[src/rtl/lcdt_pkg.sv]
// ----------------------------------------------------------------------------
// lcdt_pkg
// Shared types and timing constants for the LCD mode and LY/LYC timing core.
// ----------------------------------------------------------------------------
package lcdt_pkg;

  localparam int unsigned CntW = 9;

  localparam logic [CntW-1:0] CLOCKS_PER_TICK = 9'd4;
  localparam logic [CntW-1:0] OAM_CLOCKS      = 9'd80;
  localparam logic [CntW-1:0] XFER_CLOCKS     = 9'd172;
  localparam logic [CntW-1:0] HBLANK_CLOCKS   = 9'd204;
  localparam logic [CntW-1:0] LINE_CLOCKS     = 9'd456;

  localparam logic [7:0] FIRST_VBLANK_LINE = 8'd144;
  localparam logic [7:0] LINES_PER_FRAME   = 8'd154;
  localparam logic [7:0] STAT_READ_SET     = 8'h80;
  localparam logic [7:0] UNMAPPED_READ     = 8'hFF;

  localparam logic [3:0] REG_STAT = 4'd1;
  localparam logic [3:0] REG_LY   = 4'd4;
  localparam logic [3:0] REG_LYC  = 4'd5;

  typedef enum logic [1:0] {
    CMD_TICK  = 2'd0,
    CMD_WRITE = 2'd1,
    CMD_READ  = 2'd2,
    CMD_NOP   = 2'd3
  } cmd_t;

  typedef enum logic [1:0] {
    MODE_HBLANK = 2'd0,
    MODE_VBLANK = 2'd1,
    MODE_OAM    = 2'd2,
    MODE_XFER   = 2'd3
  } lcd_mode_t;

  // irq_en: [3] LYC, [2] OAM, [1] VBlank, [0] HBlank (STAT bits 6..3)
  typedef struct packed {
    logic [3:0] irq_en;
    logic       coinc;
    lcd_mode_t  mode;
  } stat_t;

  typedef struct packed {
    logic [CntW-1:0] countdown;
    stat_t           stat;
    logic [7:0]      ly;
    logic [7:0]      lyc;
  } lcdt_state_t;

  typedef struct packed {
    logic [7:0] read_data;
    logic       vblank_irq;
    logic       stat_irq;
    logic       line_render_start;
    logic [7:0] render_line;
    lcd_mode_t  mode_now;
  } lcdt_result_t;

endpackage

[src/rtl/lcdt_step.sv]
// ----------------------------------------------------------------------------
// lcdt_step
// Next-state and result logic for one item: tick, register write or read.
// ----------------------------------------------------------------------------
module lcdt_step
  import lcdt_pkg::*;
(
  input  lcdt_state_t  cur,
  input  logic [1:0]   cmd,
  input  logic [3:0]   reg_offset,
  input  logic [7:0]   write_data,
  output lcdt_state_t  nxt,
  output lcdt_result_t res
);

  always_comb begin
    logic       coinc_irq;
    logic       mode_irq;
    logic       vbl;
    logic       rend;
    logic [7:0] ly_inc;
    logic [7:0] ly_new;
    logic       refresh;
    lcd_mode_t  next_mode;
    logic [7:0] rd;

    nxt       = cur;
    coinc_irq = 1'b0;
    mode_irq  = 1'b0;
    vbl       = 1'b0;
    rend      = 1'b0;
    refresh   = 1'b0;
    rd        = 8'd0;
    ly_inc    = cur.ly + 8'd1;
    ly_new    = cur.ly;
    next_mode = cur.stat.mode;

    case (cmd_t'(cmd))
      CMD_TICK: begin
        if (cur.countdown > CLOCKS_PER_TICK) begin
          nxt.countdown = cur.countdown - CLOCKS_PER_TICK;
        end else begin
          unique case (cur.stat.mode)
            MODE_HBLANK: begin
              ly_new    = ly_inc;
              refresh   = 1'b1;
              next_mode = (ly_inc < FIRST_VBLANK_LINE) ? MODE_OAM : MODE_VBLANK;
            end
            MODE_VBLANK: begin
              refresh = 1'b1;
              if (ly_inc >= LINES_PER_FRAME) begin
                ly_new    = 8'd0;
                next_mode = MODE_OAM;
              end else begin
                ly_new    = ly_inc;
                next_mode = MODE_VBLANK;
              end
            end
            MODE_OAM:  next_mode = MODE_XFER;
            MODE_XFER: next_mode = MODE_HBLANK;
            default:   next_mode = MODE_HBLANK;
          endcase
          nxt.ly        = ly_new;
          nxt.stat.mode = next_mode;
          if (next_mode != cur.stat.mode) begin
            unique case (next_mode)
              MODE_HBLANK: mode_irq = cur.stat.irq_en[0];
              MODE_VBLANK: begin
                vbl      = 1'b1;
                mode_irq = cur.stat.irq_en[1] | cur.stat.irq_en[2];
              end
              MODE_OAM:  mode_irq = cur.stat.irq_en[2];
              MODE_XFER: rend = 1'b1;
              default:   mode_irq = 1'b0;
            endcase
          end
          unique case (next_mode)
            MODE_HBLANK: nxt.countdown = HBLANK_CLOCKS;
            MODE_VBLANK: nxt.countdown = LINE_CLOCKS;
            MODE_OAM:    nxt.countdown = OAM_CLOCKS;
            MODE_XFER:   nxt.countdown = XFER_CLOCKS;
            default:     nxt.countdown = LINE_CLOCKS;
          endcase
        end
      end
      CMD_WRITE: begin
        if (reg_offset == REG_STAT) begin
          nxt.stat.irq_en = write_data[6:3];
          nxt.stat.coinc  = write_data[2];
        end else if (reg_offset == REG_LY) begin
          nxt.ly  = write_data;
          refresh = 1'b1;
        end else if (reg_offset == REG_LYC) begin
          nxt.lyc = write_data;
          refresh = 1'b1;
        end
      end
      CMD_READ: begin
        if (reg_offset == REG_STAT) begin
          rd = STAT_READ_SET | {1'b0, cur.stat};
        end else if (reg_offset == REG_LY) begin
          rd = cur.ly;
        end else if (reg_offset == REG_LYC) begin
          rd = cur.lyc;
        end else begin
          rd = UNMAPPED_READ;
        end
      end
      default: rd = 8'd0;
    endcase

    if (refresh) begin
      nxt.stat.coinc = (nxt.ly == nxt.lyc);
      coinc_irq      = (nxt.ly == nxt.lyc) & cur.stat.irq_en[3];
    end

    res.read_data         = rd;
    res.vblank_irq        = vbl;
    res.stat_irq          = coinc_irq | mode_irq;
    res.line_render_start = rend;
    res.render_line       = nxt.ly;
    res.mode_now          = nxt.stat.mode;
  end

endmodule

[src/rtl/lcdt_obuf.sv]
// ----------------------------------------------------------------------------
// lcdt_obuf
// Two-entry result buffer: output register plus skid register.
// ----------------------------------------------------------------------------
module lcdt_obuf
  import lcdt_pkg::*;
(
  input  logic         clk,
  input  logic         rst,
  input  logic         push,
  input  lcdt_result_t push_data,
  output logic         full,
  output logic         out_valid,
  input  logic         out_stall,
  output lcdt_result_t out_data
);

  logic         skid_valid;
  lcdt_result_t skid_data;
  logic         take;

  assign take = out_valid & ~out_stall;
  assign full = skid_valid;

  always_ff @(posedge clk) begin
    if (rst) begin
      out_valid  <= 1'b0;
      skid_valid <= 1'b0;
    end else if (take) begin
      if (skid_valid) begin
        out_data   <= skid_data;
        skid_valid <= 1'b0;
      end else if (push) begin
        out_data <= push_data;
      end else begin
        out_valid <= 1'b0;
      end
    end else if (push) begin
      if (!out_valid) begin
        out_data  <= push_data;
        out_valid <= 1'b1;
      end else begin
        skid_data  <= push_data;
        skid_valid <= 1'b1;
      end
    end
  end

endmodule

[src/rtl/lcd_mode_timing_and_lyc_core.sv]
// ----------------------------------------------------------------------------
// lcd_mode_timing_and_lyc_core
// LCD mode/line timing with STAT, LY and LYC registers and interrupt pulses.
// ----------------------------------------------------------------------------
// One item (machine-cycle tick, register write or register read) is taken per
// clock while in_stall is low. The timing state is updated in a single
// combinational pass at the accepting edge; the result is registered at that
// edge into the output register, or the skid register if that one is stalled.
// A two-entry output buffer lets items keep flowing while a result waits;
// in_stall rises only when both entries hold results not yet taken.
// ----------------------------------------------------------------------------
module lcd_mode_timing_and_lyc_core
  import lcdt_pkg::*;
(
  input  logic       clk,
  input  logic       rst,
  input  logic       in_valid,
  output logic       in_stall,
  input  logic [1:0] cmd,
  input  logic [3:0] reg_offset,
  input  logic [7:0] write_data,
  output logic       out_valid,
  input  logic       out_stall,
  output logic [7:0] read_data,
  output logic       vblank_irq,
  output logic       stat_irq,
  output logic       line_render_start,
  output logic [7:0] render_line,
  output logic [1:0] mode_now
);

  lcdt_state_t  state;
  lcdt_state_t  state_next;
  lcdt_result_t step_res;
  lcdt_result_t res;
  logic         accept;
  logic         buf_full;

  assign in_stall = buf_full;
  assign accept   = in_valid & ~buf_full;

  lcdt_step u_step (
    .cur        (state),
    .cmd        (cmd),
    .reg_offset (reg_offset),
    .write_data (write_data),
    .nxt        (state_next),
    .res        (step_res)
  );

  always_ff @(posedge clk) begin
    if (rst) begin
      state.countdown <= LINE_CLOCKS;
      state.stat      <= '{irq_en: 4'd0, coinc: 1'b0, mode: MODE_HBLANK};
      state.ly        <= 8'd0;
      state.lyc       <= 8'd0;
    end else if (accept) begin
      state <= state_next;
    end
  end

  lcdt_obuf u_obuf (
    .clk       (clk),
    .rst       (rst),
    .push      (accept),
    .push_data (step_res),
    .full      (buf_full),
    .out_valid (out_valid),
    .out_stall (out_stall),
    .out_data  (res)
  );

  assign read_data         = res.read_data;
  assign vblank_irq        = res.vblank_irq;
  assign stat_irq          = res.stat_irq;
  assign line_render_start = res.line_render_start;
  assign render_line       = res.render_line;
  assign mode_now          = res.mode_now;

  a_cnt_range: assert property (@(posedge clk) disable iff (rst)
    state.countdown != '0 && state.countdown <= LINE_CLOCKS)
    else $error("mode countdown out of range");

  a_render_mode: assert property (@(posedge clk) disable iff (rst)
    out_valid && line_render_start |-> mode_now == MODE_XFER)
    else $error("render start outside transfer mode");

  a_vblank_mode: assert property (@(posedge clk) disable iff (rst)
    out_valid && vblank_irq |-> mode_now == MODE_VBLANK)
    else $error("vblank irq outside vblank mode");

  a_full_has_out: assert property (@(posedge clk) disable iff (rst)
    in_stall |-> out_valid)
    else $error("skid entry held without output entry");

  a_state_hold: assert property (@(posedge clk) disable iff (rst)
    !in_valid |=> $stable(state))
    else $error("state changed without an accepted item");

endmodule
[config.mk]
export PLATFORM = sky130hd
export DESIGN_NAME = lcd_mode_timing_and_lyc_core
export DESIGN_NICKNAME = d
export VERILOG_FILES = /design/src/rtl/lcdt_pkg.sv /design/src/rtl/lcdt_step.sv /design/src/rtl/lcdt_obuf.sv /design/src/rtl/lcd_mode_timing_and_lyc_core.sv
export SDC_FILE = /design/constraint.sdc
export NUM_CORES = 1
export LEC_CHECK = 0
export BUFFER_PORTS_ARGS = -buffer_cell sky130_fd_sc_hd__buf_2
export CORE_MARGIN = 3
export CORE_UTILIZATION = 65
export DETAILED_ROUTE_END_ITERATION = 10
export PLACE_DENSITY = 0.86
export SLEW_MARGIN = 15
export SYNTH_ARGS = -nofsm -noshare
export SYNTH_HDL_FRONTEND = slang
export SYNTH_HIERARCHICAL = 1
export SYNTH_SLANG_ARGS = --single-unit
[constraint.sdc]
create_clock -name clk -period 7.05 [get_ports clk]
set_input_delay 0.705 -clock clk [delete_from_list [all_inputs] [get_ports clk]]
set_output_delay 0.705 -clock clk [all_outputs]
set_load 0.01 [all_outputs]
Yosys cells after proc, flatten, opt, wreduce, memory -nomap -nowiden
Index checks and enable logic that the tools add are counted.
{"block": "word_totals", "regBits": 76, "latchBits": 0, "ramBits": 0, "rom_bits": 0, "in_bits": 18, "out_inout_bits": 23, "word_cells": 118, "memories": 0}
{"block": "op_classes", "add_sub_neg": 2, "n_mul": 0, "n_div": 0, "magnitude_cmp": 3, "n_eq_ne": 16, "n_shift": 0, "n_mux": 52, "bitwise_logic": 9, "n_reduce_logical": 16}
{"op": "2-to-1 mux 21 bit", "n": 5}
{"op": "2-to-1 mux 8 bit", "n": 9}
{"op": "case mux 9 bit (4 select lines)", "n": 1}
{"op": "case mux 8 bit (2 select lines)", "n": 2}
{"op": "2-to-1 mux 1 bit", "n": 24}
{"op": "2-to-1 mux 16 bit", "n": 1}
{"op": "equality test 2 bit (second input constant)", "n": 5}
{"op": "2-to-1 mux 10 bit", "n": 1}
{"op": "2-to-1 mux 2 bit", "n": 5}
{"op": "greater-than comparator 9 x 3 -> 1 bit (second input constant)", "n": 1}
{"op": "2-to-1 mux 9 bit", "n": 1}
{"op": "AND reduction 3 bit", "n": 3}
{"op": "subtractor 9 x 3 -> 9 bit (second input constant)", "n": 1}
{"op": "adder 8 x 1 -> 8 bit (second input constant)", "n": 1}
{"op": "equality test 4 x 3 -> 1 bit (second input constant)", "n": 2}
{"op": "equality test 8 bit", "n": 1}
{"op": "greater-or-equal comparator 8 bit (second input constant)", "n": 1}
{"op": "less-than comparator 8 bit (second input constant)", "n": 1}
{"op": "case mux 2 bit (4 select lines)", "n": 1}
{"op": "AND reduction 4 bit", "n": 2}
{"op": "nonzero test 2 bit", "n": 4}
{"op": "equality test 2 x 1 -> 1 bit (second input constant)", "n": 3}
{"op": "logical NOT 2 bit", "n": 3}
{"op": "!= test 2 bit (second input constant)", "n": 3}
{"op": "9 further kinds", "n": 17}

Depth between registers and ports, before layout
{"block": "logic_depth", "ltp_word": 15, "mapped_depth": 19, "mapped_depth_nobuf": 17}

By module
Netlist, hierarchy kept.
{"module": "lcdt_step", "instances": 1, "cells_each": 287, "area_per_inst_um2": 1821.7, "seq_area_each_um2": 0.0}
{"module": "lcdt_obuf", "instances": 1, "cells_each": 78, "area_per_inst_um2": 1706.6, "seq_area_each_um2": 1301.2}
{"module": "lcd_mode_timing_and_lyc_core", "instances": 1, "cells_each": 146, "area_per_inst_um2": 1452.6, "seq_area_each_um2": 640.6}

Worst setup path after synthesis
No wires, ideal clock.
{"block": "synth_timing", "path_kind": "register to register", "startpoint": "register state[8] (netlist name)", "endpoint": "register u_obuf/out_data[11] (netlist name), data pin", "arrival_time_ps": 2986, "required_time_ps": 6790, "path_slack_ps": 3803, "path_stages_with_launch": 19, "path_buffers": 2, "synth_period_minus_slack_ps": 3247, "path_cell_list": "dfxtp_1 > ha_1 > clkbuf_1 > and3_1 > clkbuf_1 > a22oi_1 > a21oi_1 > nor2_1 > o21a_1 > nor2_1 > inv_1 > ha_1 > a21oi_1 > nor2_1 > a21oi_1 > nor2_1 > nand2_1 > o41ai_2 > mux2_4"}
{"item": "start: declaration", "line_no": "lcd_mode_timing_and_lyc_core.sv:32", "text": "lcdt_state_t state;"}
{"item": "start signal: assignment", "line_no": "lcd_mode_timing_and_lyc_core.sv:58", "text": "state <= state_next;"}
{"item": "end signal: assignment", "line_no": "lcdt_obuf.sv:31", "text": "out_data <= skid_data;"}
{"item": "end signal: assignment", "line_no": "lcdt_obuf.sv:34", "text": "out_data <= push_data;"}
{"item": "end signal: assignment", "line_no": "lcdt_obuf.sv:40", "text": "out_data <= push_data;"}
{"item": "end: declaration", "line_no": "lcdt_obuf.sv:15", "text": "output lcdt_result_t out_data"}

==> metrics.cfg <==
[routing]
drcViolationCount = 0
first_iter_violations = 505
ant_nets = 0
first_pass_iters = 5
wl_um = 12500
num_vias = 4192
routedWlPerCell_um = 20.1
vias_per_cell = 6.72

[timing]
tightest_slew_ns = 1.21
timing.slew.headroom_pct = 19.1
fin_skew_ns = 0.0160
period_share_pct = 52.7
setup-violations-final = 0
slew_violations = 0
fin_tns_setup_ns = 0
rsz0062_at_grt = false
timing.fmax_mhz = 269
fin_crit_ns = 3.71
hold_viol = 0

[power_and_ir_drop]
p_clk_share_pct = 38.8
p_int_uw = 731
power.density_mw_per_mm2 = 187
switching_share_pct = 26.1
power_frac_seq_pct = 49.8
power.share.combinational_pct = 11.4
power.switching_uw = 259
total_power_uw = 989
irDropWorstVdd_v = 0.000111
p_leak_nw = 1.98

[cts]
clock_path_buffers = 2
cts_root_buffer = clkbuf_8
cts.repair.resized = 0
h-tree-depth = 3
cts_setup_buffers = 0
clkTransAtPathRegs_ns = 0.09
cts.sinks = 76
insertion_delay_ns = 0.36
cts_hold_buf = 0
cts_tree = done
cts_buffers = 9

[layout]
fin_nets = 547
syn2layout_area_growth_pct = 6.48
drive_above_1_share_pct = 20.6
n_antenna_cell = 0
n_fill_cell = 522
fin_util_pct = 72.4
regArea_mm2 = 0.00194
multi_input_comb_area_mm2 = 0.00274

[synthesis]
synthCells = 511
yosys_warnings = 6
synth.area.top_cells = edfxtp_1 25%, dfxtp_1 14%, nand4bb_1 6.3%
synth_top_cell_by_area = edfxtp_1
syn_area_per_cell_um2 = 9.75
synth_area_mm2 = 0.00498
synth_cell_types = 68
synthFlopType = edfxtp_1
synth_top_area_share_pct = 25.3
yosysSeqAreaShare_pct = 39.0
synth_most_common_cell = edfxtp_1
synth-async-reset-ratio_pct = 0
syn_nets = 538
ys_ff_latch = 76
ys_top_cells_by_count = 42 x edfxtp_1, 37 x nand2_1, 36 x nor2_1
synth_edf_count = 42

[worst_setup_path]
r2r_slack_ns = 3.34
crit_type = reg -> reg
cp-end-kind = flip-flop
cp_data_required_time_ns = 7.17
cp_cell_sequence = ha_1 > xor2_1 > a22oi_1 > o21ai_0 > nand2_1 > o22ai_1 > inv_1 > ha_1 > a21oi_1 > nor2_1 > a21oi_1 > nor2_1 > nand2_1 > o41ai_2 > mux2_4
r2r-end = u_obuf/out_data[11]$_DFFE_PP_
cp_top_family = compound AO/OA/AOI/OAI gates
slowest_stage = dfxtp_1
cp_data_arrival_time_ns = 3.84
reg2reg_depth = 15
r2r-start = state[8]$_SDFFE_PP0P_
cp_slowest_stage_delay_ns = 0.53
critPathLaunchType = flip-flop
cp_num_buf_inv = 1
worstPathMaxFanout = 9

[floorplanning]
core_area_mm2 = 0.00733
start_util_pct = 67.9
die_w_um = 93.5
die_area_mm2 = 0.00875
die_y_um = 93.5
rows = 31
ioPinCount = 41

[placement]
port_buffers = 40
dp_hpwl_um = 8760
gp_congestion = 0.941

[global_routing]
grt_pass1_wl_um = 19900
grt_usage_pct = 29.5
grt_antenna_before_repair = 0
grt_pass1_vias = 3792
globalRouteOverflowTotal = 0
grt_max_degree = 69

[run_status]
outcome = complete, no violations

[hold_path]
hp-class = reg -> reg
min_to = state[5]$_SDFFE_PP0P_
min-delay-start = state[5]$_SDFFE_PP0P_
min_path_cells = 2

[job]
max-cap-violations = 0

-- metrics by stage --
stage,instances,cell area [µm²],worst slack (ns),hold WS (ns)
5_1_grt,624,5300,3.06,0.506
3_3_place_gp,608,5080,3.39,0.467
3_5_place_dp,608,5080,3.31,0.485
2_1_floorplan,511,4980,3.80,0.441
4_1_cts,624,5300,3.42,0.498
6_report,624,5300,3.34,0.501
-- worst register-to-register path: stages (launching register included) --
cell	delay [ns]
dfxtp_1	0.53
ha_1	0.41
xor2_1	0.19
a22oi_1	0.10
o21ai_0	0.38
nand2_1	0.18
o22ai_1	0.42
inv_1	0.16
ha_1	0.26
a21oi_1	0.15
nor2_1	0.06
a21oi_1	0.11
nor2_1	0.05
nand2_1	0.12
o41ai_2	0.10
mux2_4	0.26
-- cells in the final DEF, fill, tap and decap left out, drive strengths merged, types with 3 or more instances in the layout --
master and count:
nor3 8, mux2i 9, a22oi 7, nor3b 4
xnor2 5, nor4 4, edfxtp 42, buf 44
clkbuf 10, mux2 32, inv 15, o21ai 46
nor2b 6, nand2 37, o31ai 4, nand3 8
nand2b 32, or2 3, dfxtp 34, nor2 36
and3 6, nand4 6, xor2 4, ha 9
or3 5, o22ai 8, a31oi 3, a21o 3
nand4bb 28, a21oi 25, and2 6
-- power by group through the flow --
stage               Clock [mW]  Combinational [mW]  Sequential (mW)
global placement             0               0.108            0.502
CTS                      0.389               0.111            0.492
floorplan                    0              0.0849            0.500
finish                   0.384               0.113            0.493
global route             0.408               0.123            0.494
detailed placement           0               0.111            0.503
-- state kept, by name (all words and copies together), names as in the netlist --
signal,flops
u_obuf/full,1
u_obuf/skid_data,21
u_obuf/out_data,21
state,32
u_obuf/out_valid,1
-- layer usage --
| metal | track usage, % | up-vias | routed length [µm] |
|---|---|---|---|
| met5 | 0 | - | 0 |
| met4 | 13.5 | 0 | 403 |
| met3 | 5.15 | 38 | 1150 |
| met2 | 43.5 | 257 | 5610 |
| met1 | 42.1 | 2000 | 5380 |
| li1 | - | 1897 | - |
-- cell type report --
cell class / count / share of cell area (%)
clock buffer: 10 / 2.41
clock inverter: 6 / 1.82
inverter: 13 / 0.920
multi-input combinational: 376 / 51.6
sequential: 76 / 36.6
tap: 99 / 2.34
timing repair buffer: 44 / 4.34
-- cell families (layout without fill, tap and decap cells) --
logic type	Yosys count	count (layout)	synth area share, %
flops	76	76	39.0
compound gates	117	117	14.9
buf+inv	59	73	6.36
xor+xnor	9	9	1.58
mux	41	41	10.6
simple gates	200	200	25.3
fa+ha+maj	9	9	2.26
-- how the worst max path moves through the flow --
stage	start	endpoint	slack [ns]	cells past startpoint
after floorplan	state[8]$_SDFFE_PP0P_	u_obuf/out_data[11]$_DFFE_PP_	3.80	18
after global placement	reg_offset[0]	u_obuf/out_data[11]$_DFFE_PP_	3.39	10
after detailed placement	reg_offset[0]	u_obuf/out_data[11]$_DFFE_PP_	3.31	10
after CTS	state[8]$_SDFFE_PP0P_	u_obuf/out_data[11]$_DFFE_PP_	3.42	15
after global routing	state[8]$_SDFFE_PP0P_	u_obuf/out_data[11]$_DFFE_PP_	3.06	15
final	state[8]$_SDFFE_PP0P_	u_obuf/out_data[11]$_DFFE_PP_	3.34	15
Note: power is estimated with default switching activity, not from simulation.
